==> src/sem_pkg.sv <==
// ----------------------------------------------------------------------------
// sem_pkg
// types and constants shared by the sobel edge magnitude blocks
// ----------------------------------------------------------------------------
package sem_pkg;

  localparam int CH_W       = 8;
  localparam int PIX_W      = 3 * CH_W;
  localparam int FW_W       = 11;
  localparam int FH_W       = 13;
  localparam int CFG_DATA_W = 13;
  localparam int CFG_IDX_W  = 1;
  localparam int SUMSQ_W    = 21;

  localparam logic [FW_W-1:0] FW_RESET     = 11'd1024;
  localparam logic [FH_W-1:0] FH_RESET     = 13'd768;
  localparam logic [FH_W-1:0] HEIGHT_LIMIT = 13'd4096;

  localparam logic [CFG_IDX_W-1:0] REG_FRAME_WIDTH  = 1'b0;
  localparam logic [CFG_IDX_W-1:0] REG_FRAME_HEIGHT = 1'b1;

  localparam logic [CH_W-1:0]    EDGE_CLAMP  = 8'd255;
  // largest sum of squares whose rounded root stays at or below the clamp
  localparam logic [SUMSQ_W-1:0] CLAMP_LIMIT = 21'd65280;

  localparam int Q_DEPTH = 2;

  typedef logic [PIX_W-1:0] pixel_t;

  typedef struct packed {
    pixel_t [8:0] win;
    logic         last;
  } item_t;

endpackage

==> src/sem_queue.sv <==
// ----------------------------------------------------------------------------
// sem_queue
// short queue of masked windows between the front and back parts
// ----------------------------------------------------------------------------
module sem_queue import sem_pkg::*; (
  input  logic  clk,
  input  logic  rst,
  input  logic  push,
  input  item_t din,
  input  logic  pop,
  output item_t dout,
  output logic  empty,
  output logic  full
);

  localparam int QAW = (Q_DEPTH > 1) ? $clog2(Q_DEPTH) : 1;
  localparam int QCW = $clog2(Q_DEPTH + 1);

  item_t          mem [Q_DEPTH];
  logic [QAW-1:0] wp;
  logic [QAW-1:0] rp;
  logic [QCW-1:0] cnt;

  assign empty = (cnt == '0);
  assign full  = (cnt == QCW'(Q_DEPTH));
  assign dout  = mem[rp];

  always_ff @(posedge clk) begin
    if (push) begin
      mem[wp] <= din;
    end
  end

  always_ff @(posedge clk) begin
    if (rst) begin
      wp  <= '0;
      rp  <= '0;
      cnt <= '0;
    end else begin
      if (push) begin
        wp <= (wp == QAW'(Q_DEPTH - 1)) ? '0 : wp + 1'b1;
      end
      if (pop) begin
        rp <= (rp == QAW'(Q_DEPTH - 1)) ? '0 : rp + 1'b1;
      end
      if (push && !pop) begin
        cnt <= cnt + 1'b1;
      end else if (pop && !push) begin
        cnt <= cnt - 1'b1;
      end
    end
  end

endmodule

==> config.mk <==
export PLATFORM = sky130hd
export DESIGN_NAME = sem_queue
export DESIGN_NICKNAME = d
export VERILOG_FILES = /design/src/sem_pkg.sv /design/src/sem_queue.sv
export SDC_FILE = /design/constraint.sdc
export NUM_CORES = 1
export LEC_CHECK = 0
export BUFFER_PORTS_ARGS = -buffer_cell sky130_fd_sc_hd__buf_2
export CORE_ASPECT_RATIO = 0.6
export CORE_UTILIZATION = 52
export DETAILED_ROUTE_END_ITERATION = 6
export PLACE_DENSITY = 0.82
export SLEW_MARGIN = 20
export SYNTH_ARGS = -nofsm -noshare
export SYNTH_HDL_FRONTEND = slang
export SYNTH_SLANG_ARGS = --single-unit
==> constraint.sdc <==
create_clock -name clk -period 14.6 [get_ports clk]
set_input_delay 2.19 -clock clk [delete_from_list [all_inputs] [get_ports clk]]
set_output_delay 2.19 -clock clk [all_outputs]
set_load 0.005 [all_outputs]
==> impl_results.md <==
- Status: completed
- Final critical-path required period: 5.85 ns
- Clk Latency, worst-skew pair: 0.52 ns
- DIE AREA: 32300 um^2
- Power Total: 2.78 mW
- Leak: 7.84 nW
- Post-synth cell types: 16
- Synth-to-Final Area Change: 23.2%
- Max Fclk: 171 MHz
- Vias in the first global route: 8476
- Max-Slew Margin vs Limit: 28.5%
- Layout cells sized above 1: 60.6%
- Fin crit share: 40.1%
- R2R depth: 3
- Worst hold slack: 0.546 ns
- Endpoints failing hold: 0
- Remaining antenna violation count after routing: 0
- Mean Syn Cell Area: 23.5 um^2
- Cell row count: 49
- Crit-path slowest cell: buf_4
- Crit-path cells: buf_4 -> buf_4 -> mux2_4 -> buf_2
- DP Worst Slack: 9.30 ns
- Endpoint type of the worst setup path: output pin
- WL final: 34500 um
- Input/output buffers: 439
- Fillers: 1993
- Post-synthesis sequential area ratio: 80.1%
- Warnings, synthesis: 0
- Fin. max-slew vios: 0
- Crit path top cell by count: buf_4
- Startpoint types: flip-flop
- Crit-path max FO: 69
- Critical path's top delay family: buffers and inverters
- Num ports: 440
- Initial DRC count: 596
- Most frequent cells in the layout: 439 x buf_2, 434 x edfxtp_1, 130 x mux2_4
- TritonCTS clock tree: built
- Largest net degree at the start of global routing: 75
- Post-DP HPWL: 23400 um
- CP Depth: 4
- Skew final: 0.0150 ns
- Clk buf depth: 3
- Via/cell ratio: 5.16
- Post-CTS setup buffers: 0
- Mapped Cells: 697
- DR vias: 8274
- Worst Tran Pin Value: 1.07 ns
- Initial antenna violation count: 9
- Crit path setup slack, layout: 8.75 ns
- First-pass DRT Iterations: 5
- Worst-path clk slew: 0.06 ns
- Clk sink count: 439
- Clock root buffer: clkbuf_16
- CTS Buf Count: 39
- PD cells: 138 nW/um^2
- Bufs and invs on worst path: 3
- Sum of negative setup slack: 0 ns
- Die W: 231 um
- WS Path Type: reg2out
- Hold-critical path depth: 2
- Post-DR wirelength/cell: 21.5 um
- Chip Height: 140 um
- Grt total ovfl: 0
- Crit path DAT: 3.66 ns
- DR DRC count: 0
- First-pass GRT wire length: 50300 um
- Cts hold-fix bufs: 0
- Final setup viols: 0
- CP peak stage delay: 0.94 ns
- H-tree Lvls: 2
- Hold/Removal Path Class: reg2reg
- Critical Path RT: 12.41 ns
- Max-cap violations: 0
- Register bit total from synthesis: 439
- GRT Util Overall: 21.0%
- Core area: 30500 um^2
- Placer Congestion: 0.843
- Mapped Nets: 919
- PostCTS Resize Cnt: 0
- RSZ-0062 raised after global routing: false
- Initial core utilization: 53.8%
- Commonest non-fill, non-tap cell in the layout: buf_2
- Fin nets: 1385
- VDD IR max: 0.000100 V
- Mapped Area: 16400 um^2
power by group:
| part | internal (mW) | total (mW) | switching [mW] |
|---|---|---|---|
| Sequential | 1.47 | 1.50 | 0.0240 |
| Combinational | 0.159 | 0.302 | 0.143 |
| Clock | 0.550 | 0.984 | 0.433 |
metrics by stage:
step	instance area, um^2	instances	utilization (%)
after floorplan	16400	697	-
after global placement	19000	1530	62.2
after detailed placement	19000	1530	62.2
after CTS	20200	1599	66.2
after global routing	20200	1602	66.2
final	20200	1604	66.2
state kept, by name, indices dropped and copies added, names as in the netlist, named ones only:
name and flops:
rp 1, mem 434, wp 1, cnt 2
layer usage:
metal	up-vias	GRT usage (%)	share of wire [%]
met3	57	6.93	9.0
met2	386	33.8	49
met1	4101	27.1	40
met5	-	0	0.16
li1	3722	-	-
met4	8	6.69	2.0
synth_stat cells, drive strengths merged:
cell,number,area [um^2]
a21oi,1,5.00
and2,1,6.26
buf,24,220
dfxtp,5,100
edfxtp,434,13000
ha,1,12.5
inv,1,3.75
mux2,217,2930
nor2,5,18.8
nor2b,2,12.5
o21ai,1,5.00
or3,1,6.26
xnor2,2,17.5
xor2,2,17.5
final timing paths:
path                  start  slack (ns)    endpoint
setup / recovery  flip-flop        8.75   dout[101]
hold reg to reg      cnt[1]        0.55      cnt[1]
hold / removal       cnt[1]        0.55      cnt[1]
setup reg to reg         wp       11.82  mem[1][97]
worst register-to-register path: stages, from the launching register on:
cell and delay [ns]:
dfxtp_1 0.41, and2_4 0.52, buf_4 0.68, buf_4 0.72
logic make-up (layout without fill, tap and decap cells):
group / after synthesis / after routing / share of synthesized area, %
flip-flops: 439 / 439 / 80.1
multiplexers: 217 / 217 / 17.9
buffers and inverters: 25 / 519 / 1.37
AND/OR/NAND/NOR: 9 / 9 / 0.267
XOR/XNOR: 4 / 4 / 0.214
AO/OA/AOI/OAI: 2 / 2 / 0.0610
adder cells (fa/ha/maj): 1 / 1 / 0.0763
other: 0 / 5 / 0
cell type report:
| class | instances | area, um^2 | area share, % |
|---|---|---|---|
| clock inverter | 19 | 146 | 0.725 |
| clock buffer | 50 | 1060 | 5.25 |
| inverter | 1 | 3.75 | 0.0186 |
| antenna | 5 | 12.5 | 0.0620 |
| sequential | 439 | 13100 | 65.1 |
| tap | 408 | 510 | 2.53 |
| multi-input combinational | 233 | 3040 | 15.1 |
| timing repair buffer | 449 | 2270 | 11.3 |
Power figures use the tool's default switching activity.
