--- config.mk ---
export PLATFORM = sky130hd
export DESIGN_NAME = sem_back_flat
export DESIGN_NICKNAME = d
export VERILOG_FILES = /design/src/sem_pkg.sv /design/src/sem_if.sv /design/src/sem_back.sv /design/src/flat_wrapper.sv
export SDC_FILE = /design/constraint.sdc
export NUM_CORES = 2
export LEC_CHECK = 0
export CAP_MARGIN = 20
export CORE_AREA = 4 4 305 307
export CTS_CLUSTER_DIAMETER = 100
export CTS_CLUSTER_SIZE = 25
export DETAILED_ROUTE_END_ITERATION = 10
export DIE_AREA = 0 0 309 311
export DONT_BUFFER_PORTS = 1
export PLACE_DENSITY_LB_ADDON = 0.3
export REMOVE_ABC_BUFFERS = 1
export SYNTH_ARGS = -nofsm -noshare
export SYNTH_HDL_FRONTEND = slang
export SYNTH_SLANG_ARGS = --single-unit
export TNS_END_PERCENT = 100
--- constraint.sdc ---
create_clock -name clk -period 13.25 [get_ports clk]
set_input_delay 1.325 -clock clk [delete_from_list [all_inputs] [get_ports clk]]
set_output_delay 1.325 -clock clk [all_outputs]
set_load 0.1 [all_outputs]
--- src/sem_pkg.sv ---
// ----------------------------------------------------------------------------
// sem_pkg
// types and constants shared by the sobel edge magnitude blocks
// ----------------------------------------------------------------------------
package sem_pkg;

  localparam int CH_W       = 8;
  localparam int PIX_W      = 3 * CH_W;
  localparam int FW_W       = 11;
  localparam int FH_W       = 13;
  localparam int CFG_DATA_W = 13;
  localparam int CFG_IDX_W  = 1;
  localparam int SUMSQ_W    = 21;

  localparam logic [FW_W-1:0] FW_RESET     = 11'd1024;
  localparam logic [FH_W-1:0] FH_RESET     = 13'd768;
  localparam logic [FH_W-1:0] HEIGHT_LIMIT = 13'd4096;

  localparam logic [CFG_IDX_W-1:0] REG_FRAME_WIDTH  = 1'b0;
  localparam logic [CFG_IDX_W-1:0] REG_FRAME_HEIGHT = 1'b1;

  localparam logic [CH_W-1:0]    EDGE_CLAMP  = 8'd255;
  // largest sum of squares whose rounded root stays at or below the clamp
  localparam logic [SUMSQ_W-1:0] CLAMP_LIMIT = 21'd65280;

  localparam int Q_DEPTH = 2;

  typedef logic [PIX_W-1:0] pixel_t;

  typedef struct packed {
    pixel_t [8:0] win;
    logic         last;
  } item_t;

endpackage

--- src/sem_if.sv ---


interface sem_edge_if import sem_pkg::*; ();
  logic            valid;
  logic            ready;
  logic [CH_W-1:0] edge_red;
  logic [CH_W-1:0] edge_green;
  logic [CH_W-1:0] edge_blue;
  logic            frame_last;
  modport source (output valid, edge_red, edge_green, edge_blue, frame_last, input ready);
  modport sink (input valid, edge_red, edge_green, edge_blue, frame_last, output ready);
endinterface

--- src/sem_back.sv ---
// ----------------------------------------------------------------------------
// sem_back
// sobel sums, bit-serial rounded square root and output register
// ----------------------------------------------------------------------------
module sem_back import sem_pkg::*; (
  input  logic      clk,
  input  logic      rst,
  input  item_t     q_head,
  input  logic      q_empty,
  output logic      q_pop,
  sem_edge_if.source edge_out
);

  localparam logic [1:0] B_IDLE  = 2'd0;
  localparam logic [1:0] B_SUM   = 2'd1;
  localparam logic [1:0] B_ITER  = 2'd2;
  localparam logic [1:0] B_ROUND = 2'd3;

  logic [1:0]         st;
  item_t              item;
  logic [SUMSQ_W-1:0] n [3];
  logic [SUMSQ_W-1:0] n_next [3];
  logic [2:0]         big;
  logic [CH_W-1:0]    s [3];
  logic [CH_W-1:0]    s_iter [3];
  logic [CH_W-1:0]    res [3];
  logic [2:0]         step;
  logic               ovalid;
  logic [CH_W-1:0]    o_r;
  logic [CH_W-1:0]    o_g;
  logic [CH_W-1:0]    o_b;
  logic               o_last;
  logic               load;

  assign q_pop = (st == B_IDLE) && !q_empty;
  assign load  = (st == B_ROUND) && (!ovalid || edge_out.ready);

  always_comb begin
    logic signed [11:0] p [9];
    logic signed [11:0] gx;
    logic signed [11:0] gy;
    logic [23:0]        sqx;
    logic [23:0]        sqy;
    logic [CH_W-1:0]    t;
    logic [15:0]        tt;
    logic [15:0]        ss;
    logic [SUMSQ_W-1:0] rem;
    for (int ch = 0; ch < 3; ch++) begin
      for (int k = 0; k < 9; k++) begin
        p[k] = $signed({4'b0, item.win[k][CH_W*ch +: CH_W]});
      end
      gx  = p[2] - p[0] + 12'sd2 * (p[5] - p[3]) + p[8] - p[6];
      gy  = p[6] - p[0] + 12'sd2 * (p[7] - p[1]) + p[8] - p[2];
      sqx = 24'(gx * gx);
      sqy = 24'(gy * gy);
      n_next[ch] = SUMSQ_W'(sqx + sqy);

      t  = s[ch] | (CH_W'(1) << step);
      tt = 16'(t) * 16'(t);
      s_iter[ch] = (SUMSQ_W'(tt) <= n[ch]) ? t : s[ch];

      ss  = 16'(s[ch]) * 16'(s[ch]);
      rem = n[ch] - SUMSQ_W'(ss);
      if (big[ch]) begin
        res[ch] = EDGE_CLAMP;
      end else if (rem > SUMSQ_W'(s[ch])) begin
        res[ch] = s[ch] + 1'b1;
      end else begin
        res[ch] = s[ch];
      end
    end
  end

  always_ff @(posedge clk) begin
    if (q_pop) begin
      item <= q_head;
    end
    unique case (st)
      B_SUM: begin
        for (int ch = 0; ch < 3; ch++) begin
          n[ch]   <= n_next[ch];
          big[ch] <= n_next[ch] > CLAMP_LIMIT;
          s[ch]   <= '0;
        end
      end
      B_ITER: s <= s_iter;
      default: ;
    endcase
    if (load) begin
      o_r    <= res[0];
      o_g    <= res[1];
      o_b    <= res[2];
      o_last <= item.last;
    end
  end

  always_ff @(posedge clk) begin
    if (rst) begin
      st     <= B_IDLE;
      step   <= '0;
      ovalid <= 1'b0;
    end else begin
      unique case (st)
        B_IDLE: begin
          if (q_pop) begin
            st <= B_SUM;
          end
        end
        B_SUM: begin
          st   <= B_ITER;
          step <= 3'd7;
        end
        B_ITER: begin
          step <= step - 1'b1;
          if (step == '0) begin
            st <= B_ROUND;
          end
        end
        B_ROUND: begin
          if (load) begin
            st <= B_IDLE;
          end
        end
        default: st <= B_IDLE;
      endcase
      if (load) begin
        ovalid <= 1'b1;
      end else if (edge_out.ready) begin
        ovalid <= 1'b0;
      end
    end
  end

  assign edge_out.valid      = ovalid;
  assign edge_out.edge_red   = o_r;
  assign edge_out.edge_green = o_g;
  assign edge_out.edge_blue  = o_b;
  assign edge_out.frame_last = o_last;

endmodule

--- src/flat_wrapper.sv ---
// flat-port wrapper written by rule: the top's interface ports become plain ports
module sem_back_flat import sem_pkg::*;
  (clk, rst, q_head, q_empty, q_pop, edge_out_valid, edge_out_edge_red, edge_out_edge_green, edge_out_edge_blue, edge_out_frame_last, edge_out_ready);
  sem_edge_if edge_out_i ();
  input  logic clk;
  input  logic rst;
  input  item_t q_head;
  input  logic q_empty;
  output logic q_pop;
  output wire logic [$bits(edge_out_i.valid)-1:0] edge_out_valid;
  output wire logic [$bits(edge_out_i.edge_red)-1:0] edge_out_edge_red;
  output wire logic [$bits(edge_out_i.edge_green)-1:0] edge_out_edge_green;
  output wire logic [$bits(edge_out_i.edge_blue)-1:0] edge_out_edge_blue;
  output wire logic [$bits(edge_out_i.frame_last)-1:0] edge_out_frame_last;
  input wire logic [$bits(edge_out_i.ready)-1:0] edge_out_ready;
  assign edge_out_valid = edge_out_i.valid;
  assign edge_out_edge_red = edge_out_i.edge_red;
  assign edge_out_edge_green = edge_out_i.edge_green;
  assign edge_out_edge_blue = edge_out_i.edge_blue;
  assign edge_out_frame_last = edge_out_i.frame_last;
  assign edge_out_i.ready = edge_out_ready;
  sem_back u_core (.clk(clk), .rst(rst), .q_head(q_head), .q_empty(q_empty), .q_pop(q_pop), .edge_out(edge_out_i));
endmodule
==> results.md <==
* Status: completed
* Setup_tns at 0 ps
* Die height at ~310 um
* Slew @ Worst Pin at approximately 1100 ps
* CP Launch Point: u_core.item[18]$_DFFE_PP_
* HP Class: reg -> reg
* CP most frequent cell: fa_1
* CP Launch Type: flip-flop
* Dominant cells by area after synthesis: fa_1, ha_1, edfxtp_1
* Fin. max-slew vios at 0
* Hold_buf cts at 0
* Synthesized flop and latch total at 314
* Final #Nets at 7976
* Core box area at 0.09001 sq mm
* Dpl hpwl at 106600 um
* Endpoints failing setup at 0
* Final Cycle Share at 0.9034
* Sink Count at 314
* Layout cells sized above 1 at 0.02445
* FP Rows at 110
* Setup bufs post-CTS at 0
* Synth warn at 0
* Relative slew slack at 0.2841
* WL/cell at around 17 um
* I/O pins at 248
* Max stage delay on crit path at 770 ps
* WP buf/inv at 8
* Routed vias at about 39000
* Layout Skew at 26.31 ps
* Worst setup path class: reg -> reg
* Fmax at roughly 84 MHz
* CTS tree: built
* Crit path max-delay family: adder cells
* Pre-antenna DRT Iters at 5
* Crit-path slowest cell: xor2_1
* Yosys top cell area share at 0.3498
* Detail Route Antenna Nets at 0
* Global route total overflow at 0
* CTS root buffer: clkbuf_16
* Pin count of the biggest net entering global routing at 162
* Synth area leader: fa_1
* Post-synthesis cell type count at 86
* Clock buffer count from CTS at 24
* Die area at 0.09610 sq mm
* Vias per inst at about 5.5
* Starting density of the core at 0.6473
* GPL Wtd Cong at 0.9489
* Max Cap Viol at 0
* Maximum buffer depth of the clock tree at 3
* Final hold violation count at 0
* Worst-skew pair later-pin latency at ~610 ps
* Post-synth EDFFs at 308
* DRC Markers at 0
* Reg-to-Reg Start: u_core.item[18]$_DFFE_PP_
* Vias in the first global route at about 42000
* CTS resizes at 0
* Required @ worst endpoint at between 10000 and 15000 ps
* Area growth syn-to-layout at 4.272%
* # port buffers at 0
* RSZ-0062 raised after global routing: false
* Post-synthesis cell count at about 6000
* Crit. End Element: flip-flop
* Minimum clock period at 11970 ps
* Sequential share of the synthesized area at 0.1608
* Initial antenna violation count at 18
* Worst hold start: u_core.item[0]$_DFFE_PP_
* H-Tree Depth at 1
* Critical Path AT at approximately 12000 ps
* Dominant register cell in the synthesized netlist: edfxtp_1
* Reg clk slew, reported paths at 90 ps
* First-pass GRT wire length at 206700 um
* Drt first-iter violations at roughly 2300
* Detailed-route wire length at about 120000 um
* Maximum fanout along the worst path at 6
* Post-Synthesis Cell Area at approximately 0.058 sq mm
* Die X at 309 um
* Avg Inst Size Synth at around 10 sq um
* GRT Resource Usage Total at 0.2667
* Post-synthesis async set-or-reset flop share at 0
[cells in the mapped netlist, types with 7 or more instances]
cell / n
inv_1: 1658
fa_1: 1018
ha_1: 741
nor2_1: 440
nand2_1: 369
edfxtp_1: 308
xnor2_1: 236
a21oi_1: 171
o21ai_0: 117
xor2_1: 98
a21o_1: 97
nand2b_1: 74
nor2b_1: 64
clkbuf_1: 60
nor3_1: 59
and2_1: 50
nand3_1: 32
o21a_1: 32
o21bai_1: 31
or2_2: 25
nand4_1: 22
a211oi_1: 19
nor4_1: 19
o21ai_1: 18
o211ai_1: 17
clkinv_1: 16
mux2i_1: 15
a21boi_0: 13
or3_1: 13
and3_1: 12
a211o_1: 7
inv_2: 7
[area by class of cell]
type	count	area (sq um)
Inverter	1681	6310
Tap cell	1176	1471
Multi-Input combinational cell	3934	42370
Clock inverter	17	255.2
Timing Repair Buffer	41	320.3
Antenna cell	13	32.53
Fill cell	7065	29260
Clock buffer	25	625.6
Sequential cell	314	9369
[state kept, by name (all words and copies together) (netlist names)]
register / count
u_core.n: 63
u_core.edge_out.edge_blue: 8
u_core.edge_out.valid: 1
u_core.s: 24
u_core.big: 3
u_core.edge_out.frame_last: 1
u_core.st: 2
u_core.item: 193
u_core.edge_out.edge_red: 8
u_core.edge_out.edge_green: 8
u_core.step: 3
[layer usage]
metal | part of all wire | GRT usage | vias to the layer above
met5 | 0.00055 | 0 | -
met4 | 0.029 | 0.07167 | 10
met3 | 0.070 | 0.04417 | 244
met2 | 0.50 | 0.4609 | 1150
met1 | 0.41 | 0.3505 | 19490
li1 | - | - | 18426
[placed cells by master (no fill, tap or decap), types with 7 or more instances in the layout]
cell / instances
inv_1: 1658
fa_1: 1018
ha_1: 740
nor2_1: 440
nand2_1: 369
edfxtp_1: 308
xnor2_1: 236
a21oi_1: 171
o21ai_0: 117
xor2_1: 98
a21o_1: 97
nand2b_1: 74
nor2b_1: 62
nor3_1: 59
and2_1: 50
buf_4: 40
nand3_1: 32
o21a_1: 32
o21bai_1: 31
or2_2: 25
clkbuf_16: 25
nand4_1: 22
a211oi_1: 19
o21ai_1: 18
nor4_1: 18
clkinv_1: 17
o211ai_1: 17
mux2i_1: 15
diode_2: 13
or3_1: 13
a21boi_0: 13
and3_1: 12
inv_2: 7
a211o_1: 7
[cells by family after synthesis]
logic type / count (synthesis) / share of synthesized area
adder cells (fa/ha/maj): 1759 / 0.5089
buffers and inverters: 1745 / 0.1125
AND/OR/NAND/NOR: 1199 / 0.09269
AO/OA/AOI/OAI: 615 / 0.06913
XOR/XNOR: 339 / 0.05201
flip-flops: 314 / 0.1608
multiplexers: 22 / 0.003930
[stage by stage]
step	instance area (sq um)	hold slack [ps]	instances	worst slack, ps	util
after floorplan	58020	400.3	5929	763.5	-
after global placement	59830	401.7	7145	1791	0.6647
after detailed placement	59830	412.8	7145	1526	0.6647
after CTS	60710	434.7	7187	1449	0.6745
after global routing	60740	439.0	7195	669.6	0.6748
final	60750	439.2	7201	1280	0.6749
[worst paths after layout]
kind         depth (start not counted)  slack (ps)                              endpoint
max reg2reg                         42        1280               u_core.big[2]$_DFFE_PP_
min reg2reg                          0         440  u_core.edge_out.frame_last$_DFFE_PP_
min                                  0         440  u_core.edge_out.frame_last$_DFFE_PP_
max                                 42        1280               u_core.big[2]$_DFFE_PP_
Power is not shown: default switching activity piles up to over one toggle a cycle in this logic, so the estimate is an artifact.
